### src/hdl/mmcs_pkg.sv
// Shared types and constants for the min-max contrast stretch block.
// No dependencies; used by every module under hdl/.
`default_nettype none
package mmcs_pkg;

  localparam int FRACTION_BITS = 8;
  localparam int SAMPLE_W      = 32;
  localparam int LEVEL_W       = 8;
  localparam int IDX_W         = $clog2(LEVEL_W);
  localparam int CFG_INDEX_W   = 3;
  localparam int CFG_DATA_W    = 32;

  // Range used when nothing valid was measured, and reset of fixed_high.
  localparam logic signed [SAMPLE_W-1:0] FULL_SCALE = SAMPLE_W'(255 << FRACTION_BITS);
  localparam logic signed [SAMPLE_W-1:0] FIXED_HIGH_RESET = 32'sd65280;
  localparam logic signed [SAMPLE_W-1:0] SAMPLE_MAX = 32'sh7FFF_FFFF;
  localparam logic signed [SAMPLE_W-1:0] SAMPLE_MIN = 32'sh8000_0000;

  localparam logic [LEVEL_W-1:0] LEVEL_MID = 8'd127;
  localparam logic [LEVEL_W-1:0] LEVEL_TOP = 8'd255;

  // Configuration register indexes.
  localparam logic [CFG_INDEX_W-1:0] REG_RANGE_MODE    = 3'd0;
  localparam logic [CFG_INDEX_W-1:0] REG_FIXED_LOW     = 3'd1;
  localparam logic [CFG_INDEX_W-1:0] REG_FIXED_HIGH    = 3'd2;
  localparam logic [CFG_INDEX_W-1:0] REG_NODATA_VALUE  = 3'd3;
  localparam logic [CFG_INDEX_W-1:0] REG_NODATA_ENABLE = 3'd4;

  // Item op codes.
  localparam logic OP_MEASURE = 1'b0;
  localparam logic OP_STRETCH = 1'b1;

  typedef struct packed {
    logic                       op;
    logic signed [SAMPLE_W-1:0] sample;
    logic                       first_of_frame;
    logic                       end_of_frame;
  } in_item_t;

  typedef struct packed {
    logic [LEVEL_W-1:0] level;
    logic               is_missing;
    logic               last_level;
  } out_item_t;

  typedef enum logic [1:0] {
    ST_IDLE,
    ST_SETUP,
    ST_DIV,
    ST_EMIT
  } state_t;

  typedef struct packed {
    logic             capture;
    logic             setup;
    logic             step;
    logic [IDX_W-1:0] bit_idx;
    logic             load;
  } cmd_t;

  typedef struct packed {
    logic item_op;
    logic quick;
    logic out_free;
  } status_t;

endpackage
`default_nettype wire

### src/hdl/mmcs_ctrl.sv
// Controller FSM: sequences capture, setup, divide steps and result load.
// Depends on mmcs_pkg.
`default_nettype none
module mmcs_ctrl (
  input  wire logic             clk,
  input  wire logic             rst,
  input  wire logic             in_valid,
  output logic                  in_stall,
  input  wire mmcs_pkg::status_t status,
  output mmcs_pkg::cmd_t        cmd
);

  mmcs_pkg::state_t                state, state_next;
  logic [mmcs_pkg::IDX_W-1:0]      count, count_next;

  always_ff @(posedge clk) begin
    if (rst) begin
      state <= mmcs_pkg::ST_IDLE;
      count <= '0;
    end else begin
      state <= state_next;
      count <= count_next;
    end
  end

  always_comb begin
    state_next  = state;
    count_next  = count;
    cmd         = '0;
    cmd.bit_idx = count;
    in_stall    = 1'b1;
    case (state)
      mmcs_pkg::ST_IDLE: begin
        in_stall = 1'b0;
        if (in_valid) begin
          cmd.capture = 1'b1;
          if (status.item_op == mmcs_pkg::OP_STRETCH) state_next = mmcs_pkg::ST_SETUP;
        end
      end
      mmcs_pkg::ST_SETUP: begin
        cmd.setup = 1'b1;
        if (status.quick) begin
          state_next = mmcs_pkg::ST_EMIT;
        end else begin
          state_next = mmcs_pkg::ST_DIV;
          count_next = '1;
        end
      end
      mmcs_pkg::ST_DIV: begin
        cmd.step = 1'b1;
        if (count == '0) state_next = mmcs_pkg::ST_EMIT;
        else count_next = count - 1'b1;
      end
      mmcs_pkg::ST_EMIT: begin
        if (status.out_free) begin
          cmd.load   = 1'b1;
          state_next = mmcs_pkg::ST_IDLE;
        end
      end
      default: state_next = mmcs_pkg::ST_IDLE;
    endcase
  end

endmodule
`default_nettype wire

### src/hdl/mmcs_dp.sv
// Datapath: config registers, running min/max, range select, restoring
// divider and output register. Depends on mmcs_pkg.
`default_nettype none
module mmcs_dp (
  input  wire logic                                clk,
  input  wire logic                                rst,
  input  wire logic                                cfg_we,
  input  wire logic [mmcs_pkg::CFG_INDEX_W-1:0]    cfg_index,
  input  wire logic [mmcs_pkg::CFG_DATA_W-1:0]     cfg_data,
  input  wire mmcs_pkg::in_item_t                  in_data,
  output logic                                     out_valid,
  input  wire logic                                out_stall,
  output mmcs_pkg::out_item_t                      out_data,
  input  wire mmcs_pkg::cmd_t                      cmd,
  output mmcs_pkg::status_t                        status
);

  localparam int DIFF_W = mmcs_pkg::SAMPLE_W + 1;
  localparam int REM_W  = DIFF_W + mmcs_pkg::LEVEL_W;

  // configuration
  logic                                range_mode;
  logic signed [mmcs_pkg::SAMPLE_W-1:0] fixed_low, fixed_high, nodata_value;
  logic                                nodata_enable;

  // running range
  logic signed [mmcs_pkg::SAMPLE_W-1:0] seen_low, seen_high;
  logic                                any_valid;

  // captured stretch item
  logic signed [mmcs_pkg::SAMPLE_W-1:0] s_r, low_r, high_r;
  logic                                missing_r, last_r;

  // divider
  logic [REM_W-1:0]                    rem;
  logic [DIFF_W-1:0]                   den;
  logic [mmcs_pkg::LEVEL_W-1:0]        res_level;

  logic                                missing_in;
  logic signed [mmcs_pkg::SAMPLE_W-1:0] base_low, base_high, sel_low, sel_high;
  logic signed [DIFF_W-1:0]            diff, span;
  logic                                empty_range, below, above;
  logic [REM_W-1:0]                    den_sh;
  logic [REM_W:0]                      trial;

  assign missing_in = nodata_enable && (in_data.sample == nodata_value);
  assign base_low   = in_data.first_of_frame ? mmcs_pkg::SAMPLE_MAX : seen_low;
  assign base_high  = in_data.first_of_frame ? mmcs_pkg::SAMPLE_MIN : seen_high;

  always_comb begin
    if (range_mode) begin
      sel_low  = fixed_low;
      sel_high = fixed_high;
    end else if (any_valid) begin
      sel_low  = seen_low;
      sel_high = seen_high;
    end else begin
      sel_low  = '0;
      sel_high = mmcs_pkg::FULL_SCALE;
    end
  end

  assign diff        = DIFF_W'(s_r) - DIFF_W'(low_r);
  assign span        = DIFF_W'(high_r) - DIFF_W'(low_r);
  assign empty_range = (high_r <= low_r);
  assign below       = (s_r <= low_r);
  assign above       = (s_r >= high_r);

  assign den_sh = REM_W'(den) << cmd.bit_idx;
  assign trial  = {1'b0, rem} - {1'b0, den_sh};

  assign status.item_op  = in_data.op;
  assign status.quick    = missing_r || empty_range || below || above;
  assign status.out_free = !out_valid || !out_stall;

  always_ff @(posedge clk) begin
    if (rst) begin
      range_mode    <= 1'b0;
      fixed_low     <= '0;
      fixed_high    <= mmcs_pkg::FIXED_HIGH_RESET;
      nodata_value  <= '0;
      nodata_enable <= 1'b0;
    end else if (cfg_we) begin
      case (cfg_index)
        mmcs_pkg::REG_RANGE_MODE:    range_mode    <= cfg_data[0];
        mmcs_pkg::REG_FIXED_LOW:     fixed_low     <= cfg_data;
        mmcs_pkg::REG_FIXED_HIGH:    fixed_high    <= cfg_data;
        mmcs_pkg::REG_NODATA_VALUE:  nodata_value  <= cfg_data;
        mmcs_pkg::REG_NODATA_ENABLE: nodata_enable <= cfg_data[0];
        default: ;
      endcase
    end
  end

  always_ff @(posedge clk) begin
    if (rst) begin
      seen_low  <= mmcs_pkg::SAMPLE_MAX;
      seen_high <= mmcs_pkg::SAMPLE_MIN;
      any_valid <= 1'b0;
    end else if (cmd.capture && in_data.op == mmcs_pkg::OP_MEASURE) begin
      if (missing_in) begin
        seen_low  <= base_low;
        seen_high <= base_high;
        any_valid <= any_valid && !in_data.first_of_frame;
      end else begin
        seen_low  <= (in_data.sample < base_low)  ? in_data.sample : base_low;
        seen_high <= (in_data.sample > base_high) ? in_data.sample : base_high;
        any_valid <= 1'b1;
      end
    end
  end

  always_ff @(posedge clk) begin
    if (cmd.capture) begin
      s_r       <= in_data.sample;
      low_r     <= sel_low;
      high_r    <= sel_high;
      missing_r <= missing_in;
      last_r    <= in_data.end_of_frame;
    end
    if (cmd.setup) begin
      // rem = diff * 255; only meaningful when low < s < high
      rem <= (REM_W'(diff) << mmcs_pkg::LEVEL_W) - REM_W'(diff);
      den <= span;
      if (missing_r)        res_level <= '0;
      else if (empty_range) res_level <= mmcs_pkg::LEVEL_MID;
      else if (below)       res_level <= '0;
      else if (above)       res_level <= mmcs_pkg::LEVEL_TOP;
      else                  res_level <= '0;
    end
    if (cmd.step && !trial[REM_W]) begin
      rem                    <= trial[REM_W-1:0];
      res_level[cmd.bit_idx] <= 1'b1;
    end
  end

  always_ff @(posedge clk) begin
    if (rst) begin
      out_valid <= 1'b0;
    end else if (cmd.load) begin
      out_valid <= 1'b1;
    end else if (!out_stall) begin
      out_valid <= 1'b0;
    end
  end

  always_ff @(posedge clk) begin
    if (cmd.load) begin
      out_data.level      <= res_level;
      out_data.is_missing <= missing_r;
      out_data.last_level <= last_r;
    end
  end

endmodule
`default_nettype wire

### src/hdl/minmax_contrast_stretch.sv
// Min-max contrast stretch: signed fixed-point samples to 8-bit levels.
// Measure item: no result; the next item can follow at once.
// Stretch item: setup, 8 restoring-divide steps and result load when a division
//   is needed, setup and load only for missing, empty-range or clamped samples;
//   the load waits for a free output register; no new item is taken meanwhile.
// rst (sync, active high) restores register defaults and clears the running range.
`default_nettype none
module minmax_contrast_stretch (
  input  wire logic                             clk,
  input  wire logic                             rst,
  // configuration write port
  input  wire logic                             cfg_we,
  input  wire logic [mmcs_pkg::CFG_INDEX_W-1:0] cfg_index,
  input  wire logic [mmcs_pkg::CFG_DATA_W-1:0]  cfg_data,
  // input items
  input  wire logic                             in_valid,
  output logic                                  in_stall,
  input  wire mmcs_pkg::in_item_t               in_data,
  // result items
  output logic                                  out_valid,
  input  wire logic                             out_stall,
  output mmcs_pkg::out_item_t                   out_data
);

  // Controller and datapath talk only through these two bundles.
  mmcs_pkg::cmd_t    cmd;
  mmcs_pkg::status_t status;

  // FSM: idle/capture -> setup (range tests, numerator) -> 8 divide steps,
  // skipped if setup settles the level -> load the output register once free.
  mmcs_ctrl u_ctrl (
    .clk      (clk),
    .rst      (rst),
    .in_valid (in_valid),
    .in_stall (in_stall),
    .status   (status),
    .cmd      (cmd)
  );

  // Datapath: a measure item updates min/max at the accept edge, so a
  // following stretch item already sees the new range. The output register
  // lets a result wait for the consumer while the next item is taken in.
  mmcs_dp u_dp (
    .clk       (clk),
    .rst       (rst),
    .cfg_we    (cfg_we),
    .cfg_index (cfg_index),
    .cfg_data  (cfg_data),
    .in_data   (in_data),
    .out_valid (out_valid),
    .out_stall (out_stall),
    .out_data  (out_data),
    .cmd       (cmd),
    .status    (status)
  );

endmodule
`default_nettype wire
### config.mk
export PLATFORM = sky130hd
export DESIGN_NAME = minmax_contrast_stretch
export DESIGN_NICKNAME = d
export VERILOG_FILES = /design/src/hdl/mmcs_pkg.sv /design/src/hdl/mmcs_ctrl.sv /design/src/hdl/mmcs_dp.sv /design/src/hdl/minmax_contrast_stretch.sv
export SDC_FILE = /design/constraint.sdc
export NUM_CORES = 1
export LEC_CHECK = 0
export BUFFER_PORTS_ARGS = -buffer_cell sky130_fd_sc_hd__clkbuf_2
export CAP_MARGIN = 20
export CORE_ASPECT_RATIO = 1.1
export CORE_MARGIN = 2
export CORE_UTILIZATION = 50
export DETAILED_ROUTE_END_ITERATION = 6
export PLACE_DENSITY_LB_ADDON = 0.3
export SLEW_MARGIN = 20
export SYNTH_ARGS = -nofsm -noshare
export SYNTH_HDL_FRONTEND = slang
export SYNTH_HIERARCHICAL = 1
export SYNTH_SLANG_ARGS = --single-unit
### constraint.sdc
create_clock -name clk -period 5.25 [get_ports clk]
set_clock_uncertainty 0.15 [all_clocks]
set_input_delay 0.525 -clock clk [delete_from_list [all_inputs] [get_ports clk]]
set_output_delay 0.525 -clock clk [all_outputs]
set_load 0.05 [all_outputs]
* Word level (Yosys, flattened, before mapping)
Cells that the tools add are included.
** Cells by class
- $add $sub $neg :: 5
- $lt $le $gt $ge :: 7
- Equal/unequal tests :: 15
- Shifts and indexed selects :: 1
- Mux-type cells :: 39
- Bitwise logic cells :: 2
- Reductions and logical operators :: 25
** Operators with widths (count)
- $mux 32 :: 10
- $mux 41 :: 2
- $sub 32x32->33 :: 2
- $le 32x32->1 :: 2
- $mux 8 :: 6
- $sub 41x41->42 :: 1
- $shl 33x3->41 :: 1
- $sub 41x33->41 :: 1
- $eq 32x32->1 :: 1
- $ge 32x32->1 :: 1
- $gt 32x32->1 :: 1
- $lt 32x32->1 :: 1
- $mux 1 :: 12
- $ne 2x2->1 const B :: 5
- $reduce_and 2->1 :: 5
- $mux 2 :: 4
- $or 8x8->8 :: 1
- $pmux 2 s4 :: 1
- $eq 3x2->1 const B :: 2
- $logic_not 3->1 :: 2
- $mux 3 :: 2
- $pmux 3 s2 :: 1
- $logic_and 1x1->1 :: 5
- $eq 2x2->1 const B :: 2
- other kinds (15) :: 23
** Storage, ports and cells
- Flip-flop bits (word level) :: 359
- Input port bits :: 75
- Output and inout bits :: 12
- Logic and storage cells :: 116

* Depth between registers and ports, before layout
Gate-level depths: netlist of run 1.
- Word-level depth :: 8
- Gate-level depth with buffers :: 24
- Depth with buffers taken out :: 24

* Modules after synthesis
Netlist of run 1, hierarchy kept.
** By module, submodules not included
- mmcs_dp :: instances 1, cells each 2820, area an instance 25067.8 um2
- mmcs_ctrl :: instances 1, cells each 46, area an instance 416.6 um2

* Worst setup path before layout of run 1
Ideal clock, no wire load.
- Path kind :: reg2reg
- Start point :: reg u_ctrl/count[0] in the netlist's numbering
- End point :: reg u_dp.rem[0] (enable)
- Arrival time :: 5.199 ns
- Required time :: 4.695 ns
- Path slack :: -0.503 ns
- Stages on the path, launching flop included :: 20
- Buffers on the path :: 4
- Path through :: dfxtp_1 > clkbuf_1 > buf_1 > mux2_2 > o21ai_0 > o21a_1 > ha_1 > clkbuf_1 > and4_1 > nor2b_1 > a2111oi_0 > o21bai_1 > a31o_1 > a31o_2 > a31oi_1 > o21ai_1 > nand2_1 > o41ai_2 > clkbuf_1 > nand2b_1
** On the way
- Longest elaborated chain between the ends :: 5
** RTL lines
- from (decl) :: RTL line mmcs_ctrl.sv:14 : logic [mmcs_pkg::IDX_W-1:0] count, count_next;
- from (signal assigned) :: RTL line mmcs_ctrl.sv:22 : count <= count_next;
- $shl 33x3->41 :: RTL line mmcs_dp.sv:69 : assign den_sh = REM_W'(den) << cmd.bit_idx;
- $sub 41x41->42 :: RTL line mmcs_dp.sv:70 : assign trial = {1'b0, rem} - {1'b0, den_sh};
- $logic_not 1->1 :: RTL line mmcs_dp.sv:131 : if (cmd.step && !trial[REM_W]) begin
- $logic_and 1x1->1 :: RTL line mmcs_dp.sv:131
- $reduce_bool 2->1 (no line)
- to (signal assigned) :: RTL line mmcs_dp.sv:123 : rem <= (REM_W'(diff) << mmcs_pkg::LEVEL_W) - REM_W'(diff);
- to (signal assigned) :: RTL line mmcs_dp.sv:132 : rem <= trial[REM_W-1:0];
- to (decl) :: RTL line mmcs_dp.sv:35 : logic [REM_W-1:0] rem;
No other way between the ends.
A chain may end at the register's enable or synchronous reset.

* Worst setup path in the final report of run 1
- Start point :: reg u_dp/low_r[0] in the netlist's numbering
- End point :: reg u_dp.rem[37], data pin
** On the way
- Longest elaborated chain between the ends :: 4
** RTL lines
- from (decl) :: RTL line mmcs_dp.sv:31 : logic signed [mmcs_pkg::SAMPLE_W-1:0] s_r, low_r, high_r;
- from (signal assigned) :: RTL line mmcs_dp.sv:116 : low_r <= sel_low;
- $sub 32x32->33 :: RTL line mmcs_dp.sv:63 : assign diff = DIFF_W'(s_r) - DIFF_W'(low_r);
- $sub 41x33->41 :: RTL line mmcs_dp.sv:123
- $mux 41 :: RTL line mmcs_dp.sv:121 : if (cmd.setup) begin
- $mux 41 :: RTL line mmcs_dp.sv:131
No other way between the ends. The select of a mux whose other input is x is not followed.

==> results of run 1 <==
[critical path: cells and delay by family (launching register included)]
kind                     cells  cell delay [ns]
AND/OR/NAND/NOR              4             0.76
flip-flops                   1             0.40
AO/OA/AOI/OAI               11             2.30
adder cells (fa/ha/maj)      4             1.25
[routing by layer]
layer	global-route usage, %	vias up	wire, um
li1	-	10400	-
met1	33.5	10100	30200
met2	45.0	625	33400
met3	2.84	160	3020
met4	11.7	0	3150
met5	0	-	0
[Yosys cell counts (7+ instances only)]
master / instances
nand2_1: 380
a21oi_1: 264
ha_1: 236
nor2_1: 207
edfxtp_1: 182
dfxtp_1: 177
inv_1: 148
xnor2_1: 115
mux2i_1: 110
a21o_1: 102
o21ai_0: 101
clkbuf_1: 98
nand2b_1: 94
a22o_1: 56
xor2_1: 52
nand4_1: 51
nor2b_1: 43
nand3_1: 38
o21a_1: 25
o21bai_1: 25
nor3_1: 23
buf_2: 22
a31oi_1: 19
o21ai_1: 18
and2_1: 16
mux4_2: 15
nand3b_1: 15
and3_1: 14
buf_1: 13
a211oi_1: 11
and4_1: 8
o31ai_1: 8
or2_2: 8
or3_1: 8
mux2_2: 7
nor4_1: 7
[sequential cells by signal (all words and copies together), names as in the netlist, 2 cells and up]
register / count
u_dp/rem: 41
u_dp/den: 33
u_dp/fixed_high: 32
u_dp/fixed_low: 32
u_dp/high_r: 32
u_dp/low_r: 32
u_dp/nodata_value: 32
u_dp/s_r: 32
u_dp/seen_high: 32
u_dp/seen_low: 32
u_dp/out_data: 10
u_dp/res_level: 8
u_ctrl/count: 3
u_ctrl/state: 2
[kinds of logic (layout without fill, tap and decap cells)]
family,Yosys count,count (layout),share of synthesized area (%)
AO/OA/AOI/OAI,738,738,19.1
flip-flops,359,359,35.3
buffers and inverters,286,387,4.38
multiplexers,133,133,6.00
AND/OR/NAND/NOR,940,940,17.4
adder cells (fa/ha/maj),243,243,12.0
XOR/XNOR,167,167,5.74
[timing repair]
item	in CTS	in global routing
hold buffers	1	0
endpoints found under the hold margin	1	0
resized for setup	5	37
buffers inserted	1	4
endpoints found under the setup margin	3	23
gates cloned	0	0
pin swaps	0	10
[final cells by class]
class,instances,area share [%]
clock buffers,47,3.66
clock inverters,23,0.738
inverters,150,1.99
multi-input cells,2221,55.0
flip-flops and latches,359,31.8
well taps,660,2.92
repair buffers,167,3.88
[worst min path at each step]
stage,start,to,slack [ns],depth (start not counted)
after floorplan,u_dp/last_r,u_dp/out_data[0],0.25,0
after global placement,u_dp/last_r,u_dp/out_data[0],0.25,0
after detailed placement,u_dp/last_r,u_dp/out_data[0],0.26,0
after CTS,cfg_data[13],u_dp/fixed_high[13],0.02,3
after global routing,cfg_data[11],u_dp/fixed_low[11],0.04,3
final,cfg_data[13],u_dp/fixed_high[13],0.05,3
[through the flow]
step | instance area (um2) | worst slack, ns
after floorplan | 25500 | 0.127
after global placement | 26900 | 0.0533
after detailed placement | 26900 | -0.0460
after CTS | 28100 | 0.0247
after global routing | 28300 | -0.00908
final | 28300 | 0.203
==> summary.md, run 1 <==
| Metric | Value |
|---|---|
| Synth top area share | between 20 and 25% |
| Cell taking the most area after synthesis | edfxtp_1 |
| Number of synthesized flops with an enable pin | roughly 180 |
| Setup Viol. Count Final | 0 |
| Share of layout cells above drive strength 1 | about 11% |
| DP Wirelength | 53500 um |
| Ys flop type | edfxtp_1 |
| Netlist cell types | roughly 110 |
| Number of antenna diodes | 0 |
| CTS tree | built |
| Synth Cell Area | around 25000 um2 |
| Iteration-0 DRC Markers | around 1700 |
| Via count | ~21000 |
| Die area | ~53000 um2 |
| Core footprint | 50300 um2 |
| Die height | 241 um |
| CTS sink cnt | 359 |
| Syn Area/Cell | ~8.9 um2 |
| Multi-input gate area | ~16000 um2 |
| DRC | 0 |
| R2R Path Start | u_dp/low_r[0] |
| Slew at the pin with the worst max-slew slack | 1.06 ns |
| Starting Density | between 50% and 60% |
| IO Count | 87 |
| Crit path max fanout | 7 |
| Yosys warns | 6 |
| H-tree depth | 2 |
| Dpl cells | 3551 |
| Total CTS buffers | 39 |
| Final max-slew violation count | 0 |
| Crit-path cells | ha_1 > fa_2 > nor2b_4 > o31a_4 > o2111ai_2 > a21boi_1 > nor2_2 > or3_4 > a31o_1 > a211oi_2 > ha_1 > a21oi_2 > o21ai_1 > maj3_2 > a2111oi_4 > nor3_2 > a211o_1 > o21a_1 > o31ai_2 |
| PortBufs | 86 |
| Status | complete, no violations |
| Clock buffer depth | 3 |
| Largest net degree at the start of global routing | approximately 110 |
| Mapped Cells | between 2000 and 3000 |
| TritonRoute pass-1 iters | 7 |
| Setup crit end kind | flop |
| Slowest CP cell | edfxtp_1 |
| Commonest non-fill, non-tap cell in the layout | nand2_1 |
| Register bit count reported by yosys | 359 |
| Final #Nets | 3252 |
| Tmin final | 5.05 ns |
| Area Growth Syn to Fin | 11.1% |
| Hold/Removal Path Class | input port to flop |
| Row cnt | 86 |
| Die width | between 200 and 250 um |
| CP max stage delay | 0.40 ns |
| Setup tns final | 0 ns |
| Crit. Startpoint | u_dp/low_r[0] |
| Hold WS | just under 0.05 ns |
| WL final | roughly 70000 um |
| Highest-count cells in the layout ignoring fill and taps | 380 x nand2_1, 259 x a21oi_1, 230 x ha_1, 205 x nor2_1, 182 x edfxtp_1 |
| Slew margin rel. | 29.6% |
| Worst skew pair latency | around 0.57 ns |
| Global-route wire length before repair | 110000 um |
| Most common cell on crit path | ha_1 |
| DR WL/cell | between 15 and 20 um |
| Register area share after synthesis | 35.3% |
| Final hold viol count | 0 |
| Number of global-route vias before repair | about 21000 |
| Syn nets | 3180 |
| Final cell count without fillers | between 3000 and 4000 |
| FFs w/ async S/R, synth | 0% |
| CTS clk-pin slew, worst paths | 0.06 ns |
| GR Util All Layers | a little over a quarter |
| Util after Layout | a little under three fifths |
| Register area | roughly 9000 um2 |
| Final Cycle Share | a little over nine tenths |
| Gp weighted congestion | between 0.9 and 1 |
| Clk root buf | clkbuf_16 |
| Reg-to-Reg End | u_dp/rem[37] |
| CP Data Arrival Time | about 5.3 ns |
| Vias per inst | around 5.9 |
| Grt ovf | 0 |
| FILL cells | approximately 4400 |
| Maxcap violations | 0 |
| Req. time, crit path | roughly 5.5 ns |
| Initial antenna violation count | 0 |
| Worst reg2reg setup slack | between 0.2 and 0.25 ns |
| Crit path launch type | flop |
| Fmax | about 200 MHz |
| Critical Path Sink | u_dp/rem[37] |
| Synth top area cells | edfxtp_1 21%, dfxtp_1 14%, ha_1 12% |
| R2R depth | 19 |
| ANT nets after route | 0 |
| Setup CP Type | flop to flop |
Power of run 1 is left out: the tool's default activity adds up to more than one toggle a clock period on the data nets, which glitch-free logic cannot reach.
==> run 2, diff against run 1 <==
Settings changed: PLACE_DENSITY from default to 0.75, PLACE_DENSITY_LB_ADDON 0.3 to default.
==> run 2 against run 1 <==
Compared with the run above: global-route usage decreased by 0.18 points; critical path depth did not move; routed wire length increased by 0.11%; first-iteration DRC count shrank 9.7%; worst setup slack lost 0.024 ns; largest cell class unchanged; sequential cell count stayed put; critical endpoint unchanged; fmax down 0.47%; final cell count decreased by 0.17%; count of clock-buffer cells in the layout is 8 lower; die area unchanged; non-clock buffer count decreased by 6.
==> summary.md, run 2 (synthesis results as in run 1) <==
| Metric | Value |
|---|---|
| Core footprint | just over 50000 um2 |
| Clk root buf | clkbuf_16 |
| PortBufs | 86 |
| Maxcap violations | 0 |
| Setup crit end kind | flop |
| WL final | around 70000 um |
| ANT nets after route | 0 |
| IO Count | 87 |
| Setup Viol. Count Final | 0 |
| DP Wirelength | roughly 53000 um |
| FILL cells | 4345 |
| CTS sink cnt | roughly 360 |
| Starting Density | 50.7% |
| Slew margin rel. | ~36% |
| CP Data Arrival Time | 5.30 ns |
| Hold/Removal Path Class | input port to flop |
| Row cnt | between 80 and 90 |
| Number of global-route vias before repair | ~21000 |
| Initial antenna violation count | 0 |
| Util after Layout | 56.5% |
| Req. time, crit path | approximately 5.5 ns |
| CTS clk-pin slew, worst paths | about 0.07 ns |
| Vias per inst | ~5.9 |
| Number of antenna diodes | 0 |
| Tmin final | 5.07 ns |
| Highest-count cells in the layout ignoring fill and taps | 380 x nand2_1, 259 x a21oi_1, 228 x ha_1, 205 x nor2_1, 182 x edfxtp_1 |
| Final max-slew violation count | 0 |
| Total CTS buffers | 38 |
| Final hold viol count | 0 |
| Largest regs | u_dp/rem x41, u_dp/den x33 |
| Post-route worst setup slack | roughly 0.18 ns |
| Grt ovf | 0 |
| Global-route wire length before repair | 109000 um |
| Worst reg2reg setup slack | ~0.18 ns |
| H-tree depth | 2 |
| DRC | 0 |
| Hold WS | 0.0577 ns |
| Iteration-0 DRC Markers | between 1500 and 2000 |
| Share of layout cells above drive strength 1 | a little under an eighth |
| Die width | approximately 220 um |
| Final #Nets | roughly 3200 |
| Area Growth Syn to Fin | 11.4% |
| Slew at the pin with the worst max-slew slack | around 0.95 ns |
| R2R depth | 19 |
| Largest net degree at the start of global routing | 92 |
| Fmax | around 200 MHz |
| Setup CP Type | flop to flop |
| Hold depth | 3 |
| Worst skew pair latency | between 0.5 and 0.6 ns |
| Via count | ~22000 |
| GR Util All Layers | approximately a quarter |
| Die height | between 200 and 250 um |
| Crit path max fanout | 4 |
| Die area | between 50000 and 60000 um2 |
| Dpl ws | -0.0859 ns |
| Largest register FFs | 41 |
| TritonRoute pass-1 iters | 7 |
| Biggest register | u_dp/rem |
| Status | complete, no violations |
| Final Cycle Share | a little over nine tenths |
| Crit path launch type | flop |
| Gp weighted congestion | around 0.94 |
| Commonest non-fill, non-tap cell in the layout | nand2_1 |
| CTS tree | built |
| DR WL/cell | 19.3 um |
| Clock buffer depth | 3 |
[run 2: changes by cell type in the layout (fill, tap and decap cells not counted), sizes merged]
cell      change
bufinv        +4
buf           -6
inv           -5
clkinv        +4
clkinvlp      +5
clkbuf        -8
[run 2: worst paths after layout]
kind	start	endpoint
setup / recovery	u_dp/low_r[0]	u_dp/rem[37]
hold / removal	cfg_data[12]	u_dp/nodata_value[12]
setup reg to reg	u_dp/low_r[0]	u_dp/rem[37]
hold reg to reg	u_dp/res_level[0]	u_dp/out_data[2]
[run 2: layout make-up]
type	instances	area (um2)	area share, %
sequential	359	9010	31.7
multi-input combinational	2221	15600	55.0
inverter	150	563	1.98
clock inverter	31	363	1.28
timing repair buffer	161	1060	3.75
tap	660	826	2.91
clock buffer	39	955	3.36
[run 2: critical path, cell delays in order, from the launching register on]
cell	delay [ns]
edfxtp_1	0.42
ha_2	0.21
fa_2	0.38
nor2b_4	0.16
o31a_4	0.14
o2111ai_2	0.15
a21boi_1	0.23
nor2_2	0.11
or3_4	0.40
a31o_1	0.23
a211oi_2	0.25
ha_1	0.29
a21oi_2	0.15
o21ai_1	0.10
maj3_2	0.35
a2111oi_4	0.36
nor3_2	0.10
a211o_1	0.29
o21a_1	0.19
o31ai_2	0.22
[run 2: repair_timing]
item / in CTS / in global routing
endpoints found under the setup margin: 1 / 34
hold buffers: 1 / 0
pin swaps: 1 / 13
setup buffers: 0 / 6
hold endpoints to repair: 1 / 0
resized for setup: 5 / 42
[run 2: routing by layer]
layer	up-vias	global-route usage, %	share of wire [%]
met5	-	0	0
met4	0	12.5	4.9
met3	154	2.68	4.7
met2	684	44.7	48
met1	10300	33.0	42
li1	10400	-	-
[run 2: metrics by stage]
stage	area (um2)	TNS [ns]	cells
6_report	28400	0	3621
5_1_grt	28400	-0.115	3621
4_1_cts	28200	0	3615
3_5_place_dp	26800	-0.0859	3544
3_3_place_gp	26800	0	3544
2_1_floorplan	25500	0	2866
Power of run 2 is left out for the same reason.
